$ cat config.mk
export PLATFORM = sky130hd
export DESIGN_NAME = erf_maclaurin_series
export DESIGN_NICKNAME = d
export VERILOG_FILES = /design/src/rtl/erf_pkg.sv /design/src/rtl/erf_mul.sv /design/src/rtl/erf_div.sv /design/src/rtl/erf_maclaurin_series.sv
export SDC_FILE = /design/constraint.sdc
export NUM_CORES = 2
export LEC_CHECK = 0
export BUFFER_PORTS_ARGS = -buffer_cell sky130_fd_sc_hd__buf_4
export CORE_ASPECT_RATIO = 1.5
export CORE_MARGIN = 2
export CORE_UTILIZATION = 50
export DETAILED_ROUTE_END_ITERATION = 12
export GPL_TIMING_DRIVEN = 1
export PLACE_DENSITY = 0.73
export SLEW_MARGIN = 20
export SYNTH_ARGS = -nofsm -noshare
export SYNTH_HDL_FRONTEND = slang
export SYNTH_SLANG_ARGS = --single-unit
$ cat constraint.sdc
create_clock -name clk -period 11.01 [get_ports clk]
set_input_delay 1.101 -clock clk [delete_from_list [all_inputs] [get_ports clk]]
set_output_delay 1.101 -clock clk [all_outputs]
set_load 0.1 [all_outputs]
$ cat src/rtl/erf_pkg.sv
// Shared types and constants for the erf Maclaurin series block.
// Holds the sequencer state type, the multiplier request type and fixed-point constants.
// Depends on nothing.
package erf_pkg;

  localparam int XW = 16;
  localparam int YW = 32;
  localparam int TCW = 7;
  localparam int MW = 32;
  localparam int PW = 96;
  localparam int DVD_W = 68;
  localparam int TW = 64;
  localparam int SW = 66;

  localparam logic [TCW-1:0] TERM_RESET = 7'd100;
  localparam logic [16:0] X_LIMIT = 17'd16384;
  localparam logic [MW-1:0] TWO_OVER_SQRTPI = 32'd1211587906;
  localparam logic [YW-1:0] ONE_Q30 = 32'd1073741824;
  localparam logic signed [TW-1:0] ACC_LIMIT = 64'sh4000_0000_0000_0000;

  typedef enum logic [1:0] {
    MUL_LOAD,
    MUL_ADD_HI,
    MUL_ADD_SHR
  } mul_mode_t;

  typedef struct packed {
    logic      en;
    mul_mode_t mode;
    logic [MW-1:0] a;
    logic [MW-1:0] b;
  } mul_req_t;

  typedef enum logic [3:0] {
    S_IDLE,
    S_SQR,
    S_X2,
    S_LOOP,
    S_MUL_LO,
    S_MUL_HI,
    S_KDIV_GO,
    S_KDIV_WAIT,
    S_TDIV_GO,
    S_TDIV_WAIT,
    S_FIX,
    S_SC_LO,
    S_SC_HI,
    S_OUT
  } state_t;

endpackage

$ cat src/rtl/erf_mul.sv
// Shared 32 by 32 multiplier with a registered 96-bit product accumulator.
// Builds wide products by accumulating two partial products.
// Depends on erf_pkg.
module erf_mul
  import erf_pkg::*;
(
  input  logic          clk,
  input  mul_req_t      req,
  output logic [PW-1:0] prod
);

  logic [2*MW-1:0] pp;

  assign pp = req.a * req.b;

  always_ff @(posedge clk) begin
    if (req.en) begin
      unique case (req.mode)
        MUL_LOAD:    prod <= PW'(pp);
        MUL_ADD_HI:  prod <= prod + {pp, {MW{1'b0}}};
        MUL_ADD_SHR: prod <= PW'(pp) + (prod >> MW);
        default:     prod <= prod;
      endcase
    end
  end

endmodule

$ cat src/rtl/erf_div.sv
// Restoring unsigned divider that retires one quotient bit per cycle.
// Shared by the factor update and the term division of the series.
// Depends on nothing.
module erf_div #(
  parameter int DVD_W = 68,
  parameter int DIV_W = 8
) (
  input  logic             clk,
  input  logic             rst,
  input  logic             start,
  input  logic [DVD_W-1:0] dividend,
  input  logic [DIV_W-1:0] divisor,
  output logic             done,
  output logic [DVD_W-1:0] quotient
);

  localparam int CW = $clog2(DVD_W + 1);

  logic [DVD_W-1:0] quo;
  logic [DIV_W-1:0] rem;
  logic [DIV_W-1:0] dsr;
  logic [CW-1:0]    cnt;
  logic             busy;
  logic [DIV_W:0]   trial;
  logic [DIV_W:0]   diff;
  logic             fits;

  assign trial = {rem, quo[DVD_W-1]};
  assign diff = trial - {1'b0, dsr};
  assign fits = trial >= {1'b0, dsr};
  assign quotient = quo;

  always_ff @(posedge clk) begin
    if (rst) begin
      busy <= 1'b0;
      done <= 1'b0;
      cnt <= '0;
    end else begin
      done <= 1'b0;
      if (start) begin
        busy <= 1'b1;
        cnt <= CW'(DVD_W);
      end else if (busy) begin
        cnt <= cnt - 1'b1;
        if (cnt == CW'(1)) begin
          busy <= 1'b0;
          done <= 1'b1;
        end
      end
    end
  end

  always_ff @(posedge clk) begin
    if (start) begin
      quo <= dividend;
      rem <= '0;
      dsr <= divisor;
    end else if (busy) begin
      rem <= fits ? diff[DIV_W-1:0] : trial[DIV_W-1:0];
      quo <= {quo[DVD_W-2:0], fits};
    end
  end

endmodule

$ cat src/rtl/erf_maclaurin_series.sv
// Top level of the erf block: sequencer, accumulator, input and output registers.
// Uses erf_mul for all products and erf_div for all divisions.
// Depends on erf_pkg, erf_mul and erf_div.

// One word in gives one word out: erf(x) for a Q3.12 input, as Q1.30, saturated
// to plus or minus one, with a flag when |x| above 4 was clamped. The block takes
// one word at a time and is not ready while it works. Its pace is set by the
// bit-serial divider: the first series term takes one division and each further
// term two, a factor update and a term division. The number of terms comes from
// the configuration word, limited to MAX_TERMS, and resets to 100.
module erf_maclaurin_series
  import erf_pkg::*;
#(
  parameter int MAX_TERMS = 100
) (
  input  logic                  clk,
  input  logic                  rst,
  input  logic                  in_valid,
  output logic                  in_ready,
  input  logic signed [XW-1:0]  x_value,
  output logic                  out_valid,
  input  logic                  out_ready,
  output logic signed [YW-1:0]  erf_value,
  output logic                  input_clamped,
  input  logic                  cfg_valid,
  output logic                  cfg_ready,
  input  logic [TCW-1:0]        cfg_data
);

  localparam int KW = $clog2(MAX_TERMS + 1);
  localparam int DW = KW + 1;
  localparam logic signed [SW-1:0] ACC_MAX = SW'(ACC_LIMIT);
  localparam logic signed [SW-1:0] ACC_MIN = -ACC_MAX;
  localparam logic signed [YW-1:0] OUT_MAX = 32'sd1073741824;

  state_t state;
  state_t state_next;

  logic [TCW-1:0]       term_count;
  logic                 neg;
  logic                 clamped;
  logic [14:0]          xm;
  logic [28:0]          x2;
  logic [TW-1:0]        t;
  logic signed [TW-1:0] acc;
  logic [KW-1:0]        k;
  logic [KW-1:0]        n;
  logic [62:0]          mag;

  logic [16:0]          x_raw;
  logic [16:0]          x_abs;
  logic                 x_over;
  logic [14:0]          xm_in;
  logic [KW-1:0]        n_in;

  logic signed [SW-1:0] acc_ext;
  logic signed [SW-1:0] term_ext;
  logic signed [SW-1:0] acc_sum;
  logic signed [SW-1:0] acc_sat;
  logic [TW-1:0]        acc_abs;
  logic [30:0]          mag_q;
  logic [YW-1:0]        result;

  mul_req_t             mul_req;
  logic [PW-1:0]        prod;
  logic                 div_start;
  logic [DVD_W-1:0]     div_dividend;
  logic [DW-1:0]        div_divisor;
  logic                 div_done;
  logic [DVD_W-1:0]     div_quotient;

  erf_mul u_mul (
    .clk  (clk),
    .req  (mul_req),
    .prod (prod)
  );

  erf_div #(
    .DVD_W (DVD_W),
    .DIV_W (DW)
  ) u_div (
    .clk      (clk),
    .rst      (rst),
    .start    (div_start),
    .dividend (div_dividend),
    .divisor  (div_divisor),
    .done     (div_done),
    .quotient (div_quotient)
  );

  assign in_ready = (state == S_IDLE);
  assign cfg_ready = 1'b1;

  assign x_raw = {1'b0, x_value};
  assign x_abs = x_value[XW-1] ? (17'h10000 - x_raw) : x_raw;
  assign x_over = x_abs > X_LIMIT;
  assign xm_in = x_over ? X_LIMIT[14:0] : x_abs[14:0];

  always_comb begin
    if (int'(term_count) > MAX_TERMS) begin
      n_in = KW'(MAX_TERMS);
    end else begin
      n_in = KW'(term_count);
    end
  end

  assign acc_ext = {{(SW-TW){acc[TW-1]}}, acc};
  assign term_ext = {{(SW-TW){1'b0}}, div_quotient[TW-1:0]};
  assign acc_sum = k[0] ? (acc_ext - term_ext) : (acc_ext + term_ext);

  always_comb begin
    if (acc_sum > ACC_MAX) begin
      acc_sat = ACC_MAX;
    end else if (acc_sum < ACC_MIN) begin
      acc_sat = ACC_MIN;
    end else begin
      acc_sat = acc_sum;
    end
  end

  assign acc_abs = acc[TW-1] ? (TW'(0) - acc) : acc;

  always_comb begin
    if (mag[62:41] != '0) begin
      mag_q = ONE_Q30[30:0];
    end else if (prod[40:8] > 33'(ONE_Q30)) begin
      mag_q = ONE_Q30[30:0];
    end else begin
      mag_q = prod[38:8];
    end
  end

  assign result = neg ? (YW'(0) - {1'b0, mag_q}) : {1'b0, mag_q};

  always_comb begin
    state_next = state;
    unique case (state)
      S_IDLE:      if (in_valid) state_next = S_SQR;
      S_SQR:       state_next = S_X2;
      S_X2:        state_next = S_LOOP;
      S_LOOP: begin
        if (k == n) begin
          state_next = S_FIX;
        end else if (k == '0) begin
          state_next = S_TDIV_GO;
        end else begin
          state_next = S_MUL_LO;
        end
      end
      S_MUL_LO:    state_next = S_MUL_HI;
      S_MUL_HI:    state_next = S_KDIV_GO;
      S_KDIV_GO:   state_next = S_KDIV_WAIT;
      S_KDIV_WAIT: if (div_done) state_next = S_TDIV_GO;
      S_TDIV_GO:   state_next = S_TDIV_WAIT;
      S_TDIV_WAIT: if (div_done) state_next = S_LOOP;
      S_FIX:       state_next = S_SC_LO;
      S_SC_LO:     state_next = S_SC_HI;
      S_SC_HI:     state_next = S_OUT;
      S_OUT:       if (!out_valid || out_ready) state_next = S_IDLE;
      default:     state_next = S_IDLE;
    endcase
  end

  always_comb begin
    mul_req = '{en: 1'b0, mode: MUL_LOAD, a: '0, b: '0};
    div_start = 1'b0;
    div_dividend = {{(DVD_W-TW){1'b0}}, t};
    div_divisor = {k, 1'b1};
    unique case (state)
      S_SQR: begin
        mul_req = '{en: 1'b1, mode: MUL_LOAD, a: MW'(xm), b: MW'(xm)};
      end
      S_MUL_LO: begin
        mul_req = '{en: 1'b1, mode: MUL_LOAD, a: t[31:0], b: MW'(x2)};
      end
      S_MUL_HI: begin
        mul_req = '{en: 1'b1, mode: MUL_ADD_HI, a: t[63:32], b: MW'(x2)};
      end
      S_KDIV_GO: begin
        div_start = 1'b1;
        div_dividend = prod[91:24];
        div_divisor = DW'(k);
      end
      S_TDIV_GO: begin
        div_start = 1'b1;
      end
      S_SC_LO: begin
        mul_req = '{en: 1'b1, mode: MUL_LOAD, a: mag[31:0], b: TWO_OVER_SQRTPI};
      end
      S_SC_HI: begin
        mul_req = '{en: 1'b1, mode: MUL_ADD_SHR, a: MW'(mag[40:32]), b: TWO_OVER_SQRTPI};
      end
      default: begin
        mul_req = '{en: 1'b0, mode: MUL_LOAD, a: '0, b: '0};
      end
    endcase
  end

  always_ff @(posedge clk) begin
    if (rst) begin
      state <= S_IDLE;
      out_valid <= 1'b0;
      term_count <= TERM_RESET;
    end else begin
      state <= state_next;
      if (cfg_valid && cfg_ready) begin
        term_count <= cfg_data;
      end
      if (state == S_OUT && (!out_valid || out_ready)) begin
        out_valid <= 1'b1;
      end else if (out_ready) begin
        out_valid <= 1'b0;
      end
    end
  end

  always_ff @(posedge clk) begin
    unique case (state)
      S_IDLE: begin
        if (in_valid) begin
          neg <= x_value[XW-1];
          clamped <= x_over;
          xm <= xm_in;
          n <= n_in;
          k <= '0;
          acc <= '0;
          t <= {{(TW-43){1'b0}}, xm_in, 28'd0};
        end
      end
      S_X2: x2 <= prod[28:0];
      S_KDIV_WAIT: begin
        if (div_done) begin
          t <= div_quotient[TW-1:0];
        end
      end
      S_TDIV_WAIT: begin
        if (div_done) begin
          acc <= acc_sat[TW-1:0];
          k <= k + 1'b1;
        end
      end
      S_FIX: begin
        neg <= neg ^ acc[TW-1];
        mag <= acc_abs[62:0];
      end
      S_OUT: begin
        if (!out_valid || out_ready) begin
          erf_value <= result;
          input_clamped <= clamped;
        end
      end
      default: begin
      end
    endcase
  end

  a_out_range: assert property (@(posedge clk) disable iff (rst)
    out_valid |-> (erf_value <= OUT_MAX && erf_value >= -OUT_MAX))
    else $error("Result word lies outside plus or minus one.");

  a_acc_range: assert property (@(posedge clk) disable iff (rst)
    (state == S_LOOP) |-> (acc <= ACC_LIMIT && acc >= -ACC_LIMIT))
    else $error("Accumulator left its saturation range.");

  a_div_done: assert property (@(posedge clk) disable iff (rst)
    div_done |-> (state == S_KDIV_WAIT || state == S_TDIV_WAIT))
    else $error("Divider finished while the sequencer was not waiting for it.");

  a_k_bound: assert property (@(posedge clk) disable iff (rst)
    (state == S_LOOP) |-> (k <= n))
    else $error("Term index ran past the term count.");

  a_out_load: assert property (@(posedge clk) disable iff (rst)
    $rose(out_valid) |-> $past(state == S_OUT))
    else $error("Result word appeared without a finished computation.");

endmodule

==> flow_summary.yaml <==
pwr:
  ir_drop_mv: 0.138
  power_frac_seq: 0.239
  p_leak_uw: 0.0358
  netSwitchingFraction: 0.477
  p_sw_uw: 5700
  power.density_nw_per_um2: 152
  combPwrFrac: 0.614
  intPower_uw: 6260
  clkPwrFrac: 0.147
  p_total_uw: 12000
synthesis:
  ys_async_sr_fraction: 0
  synth_common_cells: "inv_1, nand2_1, nor2_1"
  syn_inst: 7197
  yosys.area.top_type: "fa_1"
  synth_edf_count: 456
  ys_ff_latch: 485
  ys_warn_count: 0
  yosysSeqAreaShare: 0.223
  avgSynthCellArea_um2: 8.89
  synthTopCellsByArea: "fa_1, edfxtp_1, ha_1"
  syn_nets: 8505
  yosysTopAreaCellShare: 0.263
  synth.most_common_cell: "inv_1"
  ys.flop_type: "edfxtp_1"
  synth_area_um2: 63900
  yosysUniqueCellTypes: 92
grt:
  grt_overflow: 0
  grt_pass1_vias: 60400
  grt.total_usage: 0.423
  grt_antenna_before_repair: 8
  grt_pass1_wl_mm: 396
  grt_max_degree: 71
setup_path:
  path_depth: 47
  crit_path_top_delay_cell: "fa_2"
  startpoint_type: "register"
  cp_common_cell: "fa_1"
  r2r_start: "state[3]$_SDFFE_PP0P_"
  cp_top_family: "adder cells"
  cp.arrival_ns: 11.50
  path_buf_inv: 12
  endpoint_kind: "register"
  critical_path_required_ns: 11.44
  cp_max_fo: 11
  endpoint: "u_mul.prod[54]$_DFFE_PP_"
  r2r_end: "u_mul.prod[54]$_DFFE_PP_"
  r2r_slack_ns: -0.06
  worstSetupStartpoint: "state[3]$_SDFFE_PP0P_"
  max_stage_delay_ns: 0.62
  criticalPathCategory: "register to register"
  rr_worst_depth: 47
cts:
  clock_path_buffers: 3
  cts_hold_repair.buffers: 0
  clkLatencyLatePin_ns: 0.68
  numCtsBuffers: 50
  cts_max_level: 2
  numClockSinks: 485
  clk_pin_slew_ns: 0.07
  cts-root-buf: "clkbuf_16"
  cts_tree: "done"
outcome:
  violations: "setup timing"
  status: "finished, violations left"
sta:
  finalCriticalPeriod_ns: 11.07
  skew_ns: 0.0562
  setup_slack_ns: -0.0581
  setup_viol: 1
  min_period_over_period: 1.01
  tightest_slew_ns: 1.16
  maxSlewHeadroom: 0.228
  fin_setup_tns_ns: -0.0581
  report.final.slew_viol_count: 0
  fmax_mhz: 90.4
  rsz0062_at_grt: "true"
  hold_viol_final: 0
finish:
  syn2layout_area_growth_pct: 22.7
  drive_gt1_frac: 0.219
  fillers: 11100
  nets: 9325
route:
  routed_wl_mm: 277
  num_vias: 58300
  drt_pre_antenna_iters: 6
  wl_per_cell_um: 28.4
  drc_errors: 0
  viasPerCell: 5.97
  ant_nets: 0
  drt_iter0_drc: 5264
placement:
  gp_congestion: 1.14
  hpwl_mm: 232
  port_buffers: 62
worst_hold_path:
  holdCritPathClass: "register to register"
  min_path_cells: 0
run:
  drv_cap: 0
floorplan:
  dieArea_um2: 131000
  die_w_um: 296
  chipHeight_um: 442
  num_rows: 160
  core_area_um2: 127000
  ioPinCount: 64
  initial_core_util: 0.504
==> cells in the final DEF (no fill, tap or decap), types with 38 or more instances in the layout <==
cell type  count
buf_12        69
nor2_2        62
o21a_1        39
nand2b_1      42
o21ai_0      181
edfxtp_1     456
fa_1         796
a22o_1        38
fa_2          44
ha_1         403
nor3_1        84
nand3_1       67
buf_4       1002
nor2b_1       44
a21oi_1      273
inv_1       1029
a22oi_1       72
xor2_1        85
a21o_1       107
clkbuf_16     50
nor2_1       757
nand4_1       89
o31ai_1       45
nand2_1      900
xnor2_1      230
and3_1        42
buf_6         56
nor2_4        41
and2_1        75
==> worst min path at each step <==
stage | from | end | slack (ns)
after global routing | u_mul.prod[0]$_DFFE_PP_ | x2[0]$_DFFE_PP_ | 0.43
after floorplan | clamped$_DFFE_PP_ | input_clamped$_DFFE_PP_ | 0.40
after global placement | u_mul.prod[7]$_DFFE_PP_ | x2[7]$_DFFE_PP_ | 0.40
final | u_mul.prod[7]$_DFFE_PP_ | x2[7]$_DFFE_PP_ | 0.42
after CTS | clamped$_DFFE_PP_ | input_clamped$_DFFE_PP_ | 0.42
after detailed placement | u_mul.prod[0]$_DFFE_PP_ | x2[0]$_DFFE_PP_ | 0.41
==> worst register-to-register path, delay by kind of cell (launching register included) <==
kind                       cells  cell delay [ns]
xor gates and xnor gates       2             0.26
adders and majority gates     10             4.57
DFF                            1             0.36
buffers and inverters         12             1.65
AOI/OAI and AO/OA             14             2.40
and+or+nand+nor                9             1.62
==> cell families (layout without fill, tap and decap cells) <==
kind of cell / Yosys count / count (layout) / synth area share
fa+ha+maj: 1280 / 1280 / 0.349
flops: 485 / 485 / 0.223
xor+xnor: 341 / 341 / 0.0468
compound gates: 1179 / 1179 / 0.120
other cells: 1 / 8 / 0.0000586
mux: 31 / 31 / 0.00511
simple gates: 2447 / 2447 / 0.171
buf+inv: 1433 / 2294 / 0.0846
==> area by class of cell <==
type | instances | area (µm²) | share of cell area
clock inverter | 39 | 342 | 0.00435
timing repair buffer | 1135 | 9650 | 0.123
inverter | 1066 | 4010 | 0.0511
tap | 1701 | 2130 | 0.0271
clock buffer | 54 | 1280 | 0.0163
sequential | 485 | 14300 | 0.182
antenna | 7 | 17.5 | 0.000223
multi-input combinational | 5279 | 46700 | 0.596
==> state kept, by name, summed over array words and instances (netlist names), 4 cells and up <==
| register | count |
|---|---|
| t | 64 |
| state | 4 |
| term_count | 7 |
| x2 | 29 |
| mag | 63 |
| u_div.rem | 8 |
| u_div.quotient | 68 |
| xm | 15 |
| acc | 64 |
| u_div.dsr | 8 |
| k | 7 |
| u_mul.prod | 96 |
| erf_value | 32 |
| n | 7 |
| u_div.cnt | 7 |
==> stage by stage <==
step	std cells	cell area (µm²)	setup WS, ns	hold slack (ns)	util
after floorplan	7197	64100	0.0350	0.400	-
after global placement	9584	73500	-1.48	0.404	0.579
after detailed placement	9584	73600	-1.50	0.409	0.579
after CTS	9719	76800	0.00297	0.421	0.605
after global routing	9764	78500	-0.365	0.429	0.618
final	9766	78500	-0.0581	0.419	0.618
==> layer usage <==
metal | wire length (µm) | GRT usage
met4 | 36500 | 0.427
met1 | 88400 | 0.441
met5 | 52 | 0
met3 | 19800 | 0.0668
met2 | 132000 | 0.706
==> power groups by stage <==
| stage | combinational [µW] | clock [µW] | sequential (µW) |
|---|---|---|---|
| final | 7350 | 1750 | 2860 |
| after detailed placement | 6720 | 0 | 2850 |
| after global placement | 6650 | 0 | 2850 |
| after CTS | 6950 | 1750 | 2820 |
| after global routing | 7770 | 1820 | 2840 |
| after floorplan | 3550 | 0 | 2600 |
==> repair_timing <==
action                                  CTS  global route
hold endpoints to repair                  0             0
pin swaps                                94           194
resized for setup                       332           339
endpoints found under the setup margin   69            57
setup buffers                            42            44
cloned                                    1             1
(Power assumes the default switching activity.)
